===== config.mk =====
export PLATFORM = sky130hd
export DESIGN_NAME = sorted_priority_queue_top_flat
export DESIGN_NICKNAME = d
export VERILOG_FILES = /design/src/rtl/core/spq_pkg.sv /design/src/rtl/core/spq_req_if.sv /design/src/rtl/core/spq_rsp_if.sv /design/src/rtl/core/spq_cell.sv /design/src/rtl/core/sorted_priority_queue_top.sv /design/src/flat_wrapper.sv
export SDC_FILE = /design/constraint.sdc
export NUM_CORES = 2
export LEC_CHECK = 0
export BUFFER_PORTS_ARGS = -buffer_cell sky130_fd_sc_hd__buf_2
export CORE_MARGIN = 10
export CORE_UTILIZATION = 50
export DETAILED_ROUTE_END_ITERATION = 10
export GPL_TIMING_DRIVEN = 0
export PLACE_DENSITY = 0.66
export SYNTH_ARGS = -nofsm -noshare
export SYNTH_HDL_FRONTEND = slang
export SYNTH_SLANG_ARGS = --single-unit

===== constraint.sdc =====
create_clock -name clk -period 14.5 [get_ports clk]
set_input_delay 2.9 -clock clk [delete_from_list [all_inputs] [get_ports clk]]
set_output_delay 2.9 -clock clk [all_outputs]
set_load 0.03 [all_outputs]

===== src/rtl/core/spq_pkg.sv =====
// spq_pkg: types and constants shared by the sorted priority queue files.
// No dependencies.

package spq_pkg;

    localparam int DATA_W = 32;
    localparam int PRIO_W = 16;
    localparam int STAT_W = 2;
    localparam int OCC_W  = 5;

    typedef enum logic {
        REQ_ENQ = 1'b0,
        REQ_DEQ = 1'b1
    } req_t;

    typedef enum logic [STAT_W-1:0] {
        ST_ENQ   = 2'd0,
        ST_FULL  = 2'd1,
        ST_DEQ   = 2'd2,
        ST_EMPTY = 2'd3
    } status_t;

    // Broadcast from the top level to every cell of the chain.
    typedef struct packed {
        logic                     enq;   // accepted enqueue with room
        logic                     deq;   // accepted dequeue on a non-empty queue
        logic [PRIO_W-1:0]        prio;  // priority of the incoming item
        logic signed [DATA_W-1:0] data;  // data word of the incoming item
    } cell_ctrl_t;

endpackage


===== src/rtl/core/spq_req_if.sv =====
// spq_req_if: request channel of the sorted priority queue.
// Depends on spq_pkg.

interface spq_req_if;
    logic                              valid;
    logic                              ready;
    logic                              req_type;
    logic signed [spq_pkg::DATA_W-1:0] data_in;
    logic [spq_pkg::PRIO_W-1:0]        prio_in;

    modport source (output valid, req_type, data_in, prio_in, input ready);
    modport sink   (input valid, req_type, data_in, prio_in, output ready);
endinterface


===== src/rtl/core/spq_rsp_if.sv =====
// spq_rsp_if: response channel of the sorted priority queue.
// Depends on spq_pkg.

interface spq_rsp_if;
    logic                              valid;
    logic                              ready;
    logic signed [spq_pkg::DATA_W-1:0] data_out;
    logic [spq_pkg::STAT_W-1:0]        status;
    logic [spq_pkg::OCC_W-1:0]         occupancy;

    modport source (output valid, data_out, status, occupancy, input ready);
    modport sink   (input valid, data_out, status, occupancy, output ready);
endinterface


===== src/rtl/core/spq_cell.sv =====
// spq_cell: one slot of the sorted chain; holds a data word and its priority.
// Shifts toward the tail on insert, toward the head on removal.
// Depends on spq_pkg.

module spq_cell (
    input  logic                              clk,
    input  spq_pkg::cell_ctrl_t               ctrl,
    input  logic                              valid,
    input  logic                              left_open,
    input  logic signed [spq_pkg::DATA_W-1:0] left_data,
    input  logic [spq_pkg::PRIO_W-1:0]        left_prio,
    input  logic signed [spq_pkg::DATA_W-1:0] right_data,
    input  logic [spq_pkg::PRIO_W-1:0]        right_prio,
    output logic                              open,
    output logic signed [spq_pkg::DATA_W-1:0] data,
    output logic [spq_pkg::PRIO_W-1:0]        prio
);

    logic signed [spq_pkg::DATA_W-1:0] data_reg, data_next;
    logic [spq_pkg::PRIO_W-1:0]        prio_reg, prio_next;

    // Slot is empty or holds a strictly larger priority: new item goes at or before it.
    assign open = !valid || (prio_reg > ctrl.prio);
    assign data = data_reg;
    assign prio = prio_reg;

    always_comb
    begin
        data_next = data_reg;
        prio_next = prio_reg;
        if (ctrl.enq)
        begin
            if (left_open)
            begin
                data_next = left_data;
                prio_next = left_prio;
            end
            else if (open)
            begin
                data_next = ctrl.data;
                prio_next = ctrl.prio;
            end
        end
        else if (ctrl.deq)
        begin
            data_next = right_data;
            prio_next = right_prio;
        end
    end

    always_ff @(posedge clk)
    begin
        data_reg <= data_next;
        prio_reg <= prio_next;
    end

endmodule


===== src/rtl/core/sorted_priority_queue_top.sv =====
// sorted_priority_queue_top: bounded priority queue as a chain of sorted cells.
// Depends on spq_pkg, spq_req_if, spq_rsp_if and spq_cell.
//
// Usage:
//   req channel: req_type selects enqueue (data_in, prio_in) or dequeue.
//   rsp channel: one item per request with data_out, status and occupancy.
//   Status: enqueued, full (refused, queue unchanged), dequeued, or empty.
//   Entries leave in ascending priority; equal priorities leave in arrival order.
// Timing:
//   Every request is handled by all cells at once; on enqueue each cell compares its
//   priority with the incoming one, and cells from the insertion point on shift by one slot.
//   The response is registered and is valid in the cycle after the request is taken.
//   Throughput is 1 item per cycle while rsp.ready is high: a new request is taken
//   in the same cycle the output register is emptied or while it is empty.
// Stall:
//   While the receiver holds rsp.ready low with a response pending, req.ready
//   is low and the queue holds its contents.
// Reset:
//   rst_n clears the entry count and the response valid; the queue starts empty.
//   Cell contents are not reset; slots past the count are never read.

module sorted_priority_queue_top #(
    parameter int DEPTH = 16
) (
    input  logic        clk,
    input  logic        rst_n,
    spq_req_if.sink     req,
    spq_rsp_if.source   rsp
);

    localparam int CNT_W = $clog2(DEPTH + 1);

    logic [CNT_W-1:0] count_reg, count_next;
    logic             rsp_valid_reg, rsp_valid_next;
    logic signed [spq_pkg::DATA_W-1:0] rsp_data_reg, rsp_data_next;
    logic [spq_pkg::STAT_W-1:0]        rsp_stat_reg, rsp_stat_next;
    logic [spq_pkg::OCC_W-1:0]         rsp_occ_reg, rsp_occ_next;

    logic accept;
    logic is_deq;
    logic full;
    logic empty;
    spq_pkg::cell_ctrl_t ctrl;

    logic                              open_q [DEPTH];
    logic signed [spq_pkg::DATA_W-1:0] data_q [DEPTH];
    logic [spq_pkg::PRIO_W-1:0]        prio_q [DEPTH];

    assign req.ready = !rsp_valid_reg || rsp.ready;
    assign accept    = req.valid && req.ready;
    assign is_deq    = (req.req_type == spq_pkg::REQ_DEQ);
    assign full      = (count_reg == CNT_W'(DEPTH));
    assign empty     = (count_reg == '0);

    assign ctrl.enq  = accept && !is_deq && !full;
    assign ctrl.deq  = accept && is_deq && !empty;
    assign ctrl.prio = req.prio_in;
    assign ctrl.data = req.data_in;

    for (genvar i = 0; i < DEPTH; i++)
    begin : g_cell
        logic                              l_open;
        logic signed [spq_pkg::DATA_W-1:0] l_data;
        logic [spq_pkg::PRIO_W-1:0]        l_prio;
        logic signed [spq_pkg::DATA_W-1:0] r_data;
        logic [spq_pkg::PRIO_W-1:0]        r_prio;

        if (i == 0)
        begin : g_head
            assign l_open = 1'b0;
            assign l_data = req.data_in;
            assign l_prio = req.prio_in;
        end
        else
        begin : g_mid
            assign l_open = open_q[i-1];
            assign l_data = data_q[i-1];
            assign l_prio = prio_q[i-1];
        end

        if (i == DEPTH - 1)
        begin : g_tail
            assign r_data = data_q[i];
            assign r_prio = prio_q[i];
        end
        else
        begin : g_inner
            assign r_data = data_q[i+1];
            assign r_prio = prio_q[i+1];
        end

        spq_cell u_cell (
            .clk        (clk),
            .ctrl       (ctrl),
            .valid      (CNT_W'(i) < count_reg),
            .left_open  (l_open),
            .left_data  (l_data),
            .left_prio  (l_prio),
            .right_data (r_data),
            .right_prio (r_prio),
            .open       (open_q[i]),
            .data       (data_q[i]),
            .prio       (prio_q[i])
        );
    end

    always_comb
    begin
        count_next     = count_reg;
        rsp_valid_next = rsp_valid_reg;
        rsp_data_next  = rsp_data_reg;
        rsp_stat_next  = rsp_stat_reg;
        rsp_occ_next   = rsp_occ_reg;

        if (rsp_valid_reg && rsp.ready)
            rsp_valid_next = 1'b0;

        if (accept)
        begin
            rsp_valid_next = 1'b1;
            rsp_data_next  = '0;
            if (ctrl.enq)
            begin
                count_next    = count_reg + CNT_W'(1);
                rsp_stat_next = spq_pkg::ST_ENQ;
            end
            else if (ctrl.deq)
            begin
                count_next    = count_reg - CNT_W'(1);
                rsp_data_next = data_q[0];
                rsp_stat_next = spq_pkg::ST_DEQ;
            end
            else if (is_deq)
                rsp_stat_next = spq_pkg::ST_EMPTY;
            else
                rsp_stat_next = spq_pkg::ST_FULL;
            rsp_occ_next = spq_pkg::OCC_W'(count_next);
        end
    end

    always_ff @(posedge clk or negedge rst_n)
    begin
        if (!rst_n)
        begin
            count_reg     <= '0;
            rsp_valid_reg <= 1'b0;
        end
        else
        begin
            count_reg     <= count_next;
            rsp_valid_reg <= rsp_valid_next;
        end
    end

    always_ff @(posedge clk)
    begin
        rsp_data_reg <= rsp_data_next;
        rsp_stat_reg <= rsp_stat_next;
        rsp_occ_reg  <= rsp_occ_next;
    end

    assign rsp.valid     = rsp_valid_reg;
    assign rsp.data_out  = rsp_data_reg;
    assign rsp.status    = rsp_stat_reg;
    assign rsp.occupancy = rsp_occ_reg;

    a_count_bound: assert property (@(posedge clk) disable iff (!rst_n)
        count_reg <= CNT_W'(DEPTH))
        else $error("entry count exceeds depth");

    a_count_idle: assert property (@(posedge clk) disable iff (!rst_n)
        !accept |=> $stable(count_reg))
        else $error("entry count changed without an accepted item");

    a_empty_rsp: assert property (@(posedge clk) disable iff (!rst_n)
        (accept && is_deq && empty) |=>
            (rsp.valid && rsp.status == spq_pkg::ST_EMPTY && rsp.data_out == '0))
        else $error("dequeue on empty queue gave wrong response");

    a_full_rsp: assert property (@(posedge clk) disable iff (!rst_n)
        (accept && !is_deq && full) |=>
            (rsp.valid && rsp.status == spq_pkg::ST_FULL && $stable(count_reg)))
        else $error("enqueue on full queue gave wrong response");

endmodule

===== src/flat_wrapper.sv =====
// flat-port wrapper written by rule: the top's interface ports become plain ports
module sorted_priority_queue_top_flat 
#(
    parameter int DEPTH = 16
)
  (clk, rst_n, req_valid, req_req_type, req_data_in, req_prio_in, req_ready, rsp_valid, rsp_data_out, rsp_status, rsp_occupancy, rsp_ready);
  spq_req_if req_i ();
  spq_rsp_if rsp_i ();
  input  logic clk;
  input  logic rst_n;
  input wire logic [$bits(req_i.valid)-1:0] req_valid;
  input wire logic [$bits(req_i.req_type)-1:0] req_req_type;
  input wire logic [$bits(req_i.data_in)-1:0] req_data_in;
  input wire logic [$bits(req_i.prio_in)-1:0] req_prio_in;
  output wire logic [$bits(req_i.ready)-1:0] req_ready;
  output wire logic [$bits(rsp_i.valid)-1:0] rsp_valid;
  output wire logic [$bits(rsp_i.data_out)-1:0] rsp_data_out;
  output wire logic [$bits(rsp_i.status)-1:0] rsp_status;
  output wire logic [$bits(rsp_i.occupancy)-1:0] rsp_occupancy;
  input wire logic [$bits(rsp_i.ready)-1:0] rsp_ready;
  assign req_i.valid = req_valid;
  assign req_i.req_type = req_req_type;
  assign req_i.data_in = req_data_in;
  assign req_i.prio_in = req_prio_in;
  assign req_ready = req_i.ready;
  assign rsp_valid = rsp_i.valid;
  assign rsp_data_out = rsp_i.data_out;
  assign rsp_status = rsp_i.status;
  assign rsp_occupancy = rsp_i.occupancy;
  assign rsp_i.ready = rsp_ready;
  sorted_priority_queue_top #(.DEPTH(DEPTH)) u_core (.clk(clk), .rst_n(rst_n), .req(req_i), .rsp(rsp_i));
endmodule

After elaboration in Yosys (flattened, before gate mapping)
Index checks and enable logic that the tools add are counted.
{"block": "op_classes", "reduce_logical": 65, "bitwise": 1, "mul": 0, "eq_ne": 16, "addsub": 2, "shift": 0, "div_mod_pow": 0, "muxes": 128, "n_lt_le_gt_ge": 32}
{"op": "two-way mux 32 bit", "n": 61}
{"op": "two-way mux 16 bit", "n": 61}
{"op": "> comparator 16 bit", "n": 16}
{"op": "!= test 3 bit (second input constant)", "n": 14}
{"op": "< comparator 4 x 5 -> 1 bit (first input constant)", "n": 8}
{"op": "AND reduction 2 bit", "n": 16}
{"op": "zero test 1 bit", "n": 20}
{"op": "< comparator 3 x 5 -> 1 bit (first input constant)", "n": 4}
{"op": "logical OR 1 bit", "n": 17}
{"op": "< comparator 1 x 5 -> 1 bit (first input constant)", "n": 2}
{"op": "< comparator 2 x 5 -> 1 bit (first input constant)", "n": 2}
{"op": "two-way mux 5 bit", "n": 2}
{"op": "logical AND 1 bit", "n": 6}
{"op": "nonzero test 2 bit", "n": 3}
{"op": "adder 5 x 1 -> 5 bit (second input constant)", "n": 1}
{"op": "== test 5 bit (second input constant)", "n": 1}
{"op": "zero test 5 bit", "n": 1}
{"op": "subtractor 5 x 1 -> 5 bit (second input constant)", "n": 1}
{"op": "two-way mux 2 bit", "n": 2}
{"op": "OR reduction 2 bit", "n": 2}
{"op": "two-way mux 1 bit", "n": 2}
{"op": "!= test 2 bit (second input constant)", "n": 1}
{"op": "inverter 1 bit", "n": 1}
{"block": "word_totals", "reg_bits": 813, "n_memories": 0, "latchBits": 0, "romBits": 0, "out_inout_bits": 41, "in_bits": 53, "word_cells": 282, "ram_bits": 0}

Longest topological paths before layout
{"block": "logic_depth", "depth_word": 7, "depth_mapped": 12, "mapped_depth_nobuf": 9}

By module
From an unflattened synthesis, not the netlist that was laid out.
{"block": "unflattened", "cells_unflattened": 4436, "area_unflattened_um2": 47655.7}
{"mod": "spq_cell (u_core.g_cell[0].u_cell ...)", "seq_area_each_um2": 1441.4, "n_inst": 11, "cells_per_inst": 268, "area_each_um2": 2849.0}
{"mod": "spq_cell (u_core.g_cell[5].u_cell ...)", "seq_area_each_um2": 1441.4, "n_inst": 5, "cells_per_inst": 268, "area_each_um2": 2857.7}
{"mod": "sorted_priority_queue_top", "seq_area_each_um2": 1321.3, "n_inst": 1, "cells_per_inst": 148, "area_each_um2": 2028.2}

Worst setup path before layout
Ideal clock, no wire load.
{"block": "synth_timing", "kind": "input port to flip-flop", "from": "in rsp_ready", "to": "reg u_core.g_cell[15].u_cell.data_reg (netlist bit u_core.g_cell[15].u_cell.data[0]) (enable)", "setup_ns": 0.520, "arrival_ns": 8.271, "t_required_ns": 13.980, "path_stages": 9, "path_buffers": 3, "path_slack_ns": 5.709, "cell_sequence": "nand2b_1 -> and2_0 -> buf_2 -> nand2b_2 -> a21oi_1 -> buf_2 -> buf_1 -> o31ai_1 -> o21ai_0"}
{"block": "synth_via", "elab_chain_cells": 5}
{"item": "start, declared", "line": "flat_wrapper.sv:20", "source": "input wire logic [$bits(rsp_i.ready)-1:0] rsp_ready;"}
{"item": "logical OR 1 bit", "line": "sorted_priority_queue_top.sv:49", "source": "assign req.ready = !rsp_valid_reg || rsp.ready;"}
{"item": "logical AND 1 bit", "line": "sorted_priority_queue_top.sv:50", "source": "assign accept = req.valid && req.ready;"}
{"item": "named net u_core.accept", "line": "sorted_priority_queue_top.sv:39", "source": "logic accept;"}
{"item": "logical AND 1 bit (2 in a row)", "line": "sorted_priority_queue_top.sv:55", "source": "assign ctrl.enq = accept && !is_deq && !full;"}
{"item": "AND reduction 2 bit (no source line)"}
{"item": "end signal, assigned", "line": "spq_cell.sv:53", "source": "data_reg <= data_next;"}
{"item": "end, declared", "line": "spq_cell.sv:19", "source": "logic signed [spq_pkg::DATA_W-1:0] data_reg, data_next;"}
The timed path passes the listed nets, and every way through them passes these cells.
A chain may end at the register's enable or synchronous reset.

Worst setup path after layout
{"block": "layout_timing", "from": "in req_prio_in[7]", "to": "reg u_core.g_cell[14].u_cell.data_reg (netlist bit u_core.g_cell[14].u_cell.data[6]) (enable)"}
{"block": "layout_via", "elab_chain_cells": 4, "elab_cells_between_ends": 6, "classes_between": "order compare: 2; eq/ne: 1; reduce/logical: 3"}
{"item": "start, declared", "line": "flat_wrapper.sv:14", "source": "input wire logic [$bits(req_i.prio_in)-1:0] req_prio_in;"}
{"item": "> comparator 16 bit", "line": "spq_cell.sv:23", "source": "assign open = !valid || (prio_reg > ctrl.prio);"}
{"item": "logical OR 1 bit", "line": "spq_cell.sv:23"}
{"item": "!= test 3 bit (no source line) (*)"}
{"item": "AND reduction 2 bit (no source line) (*)"}
{"item": "end signal, assigned", "line": "spq_cell.sv:53"}
{"item": "end, declared", "line": "spq_cell.sv:19"}
Mark *: on every way between the ends. The rest lies on a longest branch, timed or not.

==> impl_metrics.toml <==
[logic_synthesis]
synth_top_area_share_pct = 53.22
netlist_area_um2 = 45530
ys_seq_area_share_pct = 53.55
ys_top_cells_by_area = "edfxtp_1 (53%), mux2i_1 (10%), ha_1 (7.1%)"
synth_seq_cells = 813
synthFlopType = "edfxtp_1"
yosys_warnings = 0
async_reset_ff_share_pct = 0.7380
synth_edf_count = 807
syn-instance-count = 4143
yosysTopAreaCell = "edfxtp_1"
avgSynthCellArea_um2 = 10.99
synth_nets = 4455
synth.distinct_cells = 67

[final_layout]
final_cell_mix = "nand2_1 (819), edfxtp_1 (807), o21ai_0 (465)"
fillers = 7723
design_area_um2 = 51070
instances_no_fill = 5601
final_util_pct = 56.66
drive_gt1_share_pct = 10.88
final_common_cell = "nand2_1"
areaGrowthSynthToFinish_pct = 12.17
layout.nets = 4659
largest_reg_flops = 512

[floorplan]
rows = 110
die_y_um = 321.8
io_pins = 94
die_w_um = 321.8
core_area_um2 = 90150
dieArea_um2 = 103500
start_util_pct = 50.51

[clock_network]
postCtsSetupBuffers = 0
cts.htree.levels = 3
cts_tree = "built"
ctsRootBufferMaster = "clkbuf_16"
insertion_delay_ns = 0.69
clock_path_buffers = 3
cts-resized-gates = 0
cts_buffers = 90
clkTransAtPathRegs_ns = 0.06
cts_sinks = 813
holdBufCountCts = 0

[route]
dr.pass1.iters = 6
routed_wl_mm = 169.3
ant_nets = 0
viasPerCell = 6.659
drcViolationCount = 0
drt_iter0_markers = 5304
vias = 37299
wl_per_cell_um = 30.22

[worst_setup_path]
worst_setup_path_end_kind = "flip-flop"
path_class = "in -> reg"
crit_required_ns = 14.83
cp_max_fo = 43
cp.arrival_ns = 7.97
start_kind = "input pin"

[power]
power_density_nw_per_um2 = 165.3
comb_power_share_pct = 31.8
finalPower_mw = 8.440
ir_worst_vdd_v = 0.0001053
p_int_mw = 5.398
switchingPower_mw = 3.043
pwr-share-seq_pct = 39.5
swShare_pct = 36.05
p_leak_nw = 20.30
p_clk_share_pct = 28.7

[timing]
fin_crit_sh_pct = 52.68
hold_viol = 0
clock_skew_ns = 0.03605
fmax_mhz = 130.9
maxSlewViolCount = 11
fin_crit_ns = 7.639
fin_tns_setup_ns = 0
rsz0062_at_grt = "no"
worstMarginPinSlew_ns = 1.570
maxSlewHeadroom_pct = -4.634
finalSetupViolations = 0

[grt]
antenna_found_initial = 4
track_usage_pct = 31.66
use_met1_pct = 42.68
use_met2_pct = 47.23
grt-busiest-layer = "met2"
grt_pass1_wl_mm = 241.9
grt_max_degree = 49
grt_pass1_vias = 36048
grtUsageMet3_pct = 8.188
grt_overflow = 0

[place]
postPlaceCellArea_um2 = 48050
gp_congestion = 0.9853
dp_hpwl_mm = 118.3
io_buffers = 93
dp.cells = 5431

[job]
maxCapViolations = 1

[outcome]
status = "finished with violations"
violations = "capacitance limit, slew limit"

[min_path]
hold_path_class = "reg -> reg"
[path summary, 6_finish.rpt]
kind	slack [ns]	endpoint	cells after the start	start
hold reg to reg	0.53	u_core.rsp.valid	2	u_core.rsp.valid
hold / removal	0.53	u_core.rsp.valid	2	u_core.rsp.valid
max in group asynchronous	12.17	u_core.count_reg[0]	1	rst_n
setup reg to reg	9.47	u_core.g_cell[14].u_cell.data[6]	11	u_core.g_cell[13].u_cell.prio[7]
min in group asynchronous	2.09	u_core.count_reg[1]	1	rst_n
setup / recovery	6.86	u_core.g_cell[14].u_cell.data[6]	13	req_prio_in[7]
[cells in the mapped netlist, types with 3 or more instances]
library cell	count
buf_6	12
a211oi_1	18
nor4_1	3
mux2_2	32
a31oi_1	17
nand4_1	54
buf_2	108
buf_1	6
o21ai_1	76
o211a_1	4
a21o_1	24
o221a_2	28
buf_4	29
inv_1	46
nor3_1	12
mux2i_1	462
and2_1	36
nand3_1	148
edfxtp_1	807
nor3_2	3
o221ai_1	4
nor2_1	64
nand2_1	830
o31ai_1	4
a32oi_1	3
o21ai_0	470
a21oi_1	126
o211ai_1	142
o221a_1	20
clkbuf_1	163
o21a_1	4
nor2b_1	19
or2_2	3
nand2b_1	51
a221oi_1	5
dfrtp_1	6
ha_1	259
a2111oi_0	3
xnor2_1	4
[metrics by stage]
stage          hold WS (ns)  setup WS, ns
2_1_floorplan        0.5142         5.709
3_3_place_gp         0.5056       0.08859
3_5_place_dp         0.5197         6.447
4_1_cts              0.5382         7.136
5_1_grt              0.5725         6.835
6_report             0.5332         6.861
[power by group through the flow]
stage	Sequential [mW]	Combinational [mW]	Clock, mW
after detailed placement	3.36	2.58	0
after global placement	3.41	2.47	0
after global routing	3.36	2.80	2.50
after CTS	3.32	2.59	2.41
final	3.33	2.69	2.42
after floorplan	3.31	1.64	0
[worst max-delay path, stage by stage]
cell,delay [ns]
buf_2,0.19
inv_1,0.44
ha_1,0.50
nand2_1,0.08
o21ai_0,0.45
a221o_1,0.33
a221oi_1,0.16
a21oi_2,0.35
buf_8,0.22
clkbuf_1,1.15
o21ai_0,0.40
nand2_4,0.35
buf_16,0.31
[kinds of logic after synthesis]
family | Yosys count | synth area share [%]
buffers and inverters | 364 | 3.734
muxes | 495 | 10.97
xor gates and xnor gates | 6 | 0.1154
and+or+nand+nor | 1239 | 11.77
adders and majority gates | 259 | 7.117
DFF | 813 | 53.55
AOI/OAI and AO/OA | 967 | 12.74
[metal layers]
layer | part of all wire [%] | up-vias
met4 | 4.8 | 2
met2 | 43 | 2595
met5 | 0.0077 | -
li1 | - | 15833
met3 | 12 | 401
met1 | 40 | 18468
[area by class of cell]
class                   count  area [um^2]  area share, %
flip-flops and latches    813        24380          47.74
multi-input cells        2966        19590          38.36
clock buffers             119         2505          4.904
plain buffers             318         1531          2.999
well taps                1176         1471          2.881
repair buffers            112        900.9          1.764
clock inverters            47        506.7         0.9922
inverters                  46        172.7         0.3381
diodes                      4        10.01        0.01960
No activity file was read; power rests on OpenSTA's default activity.
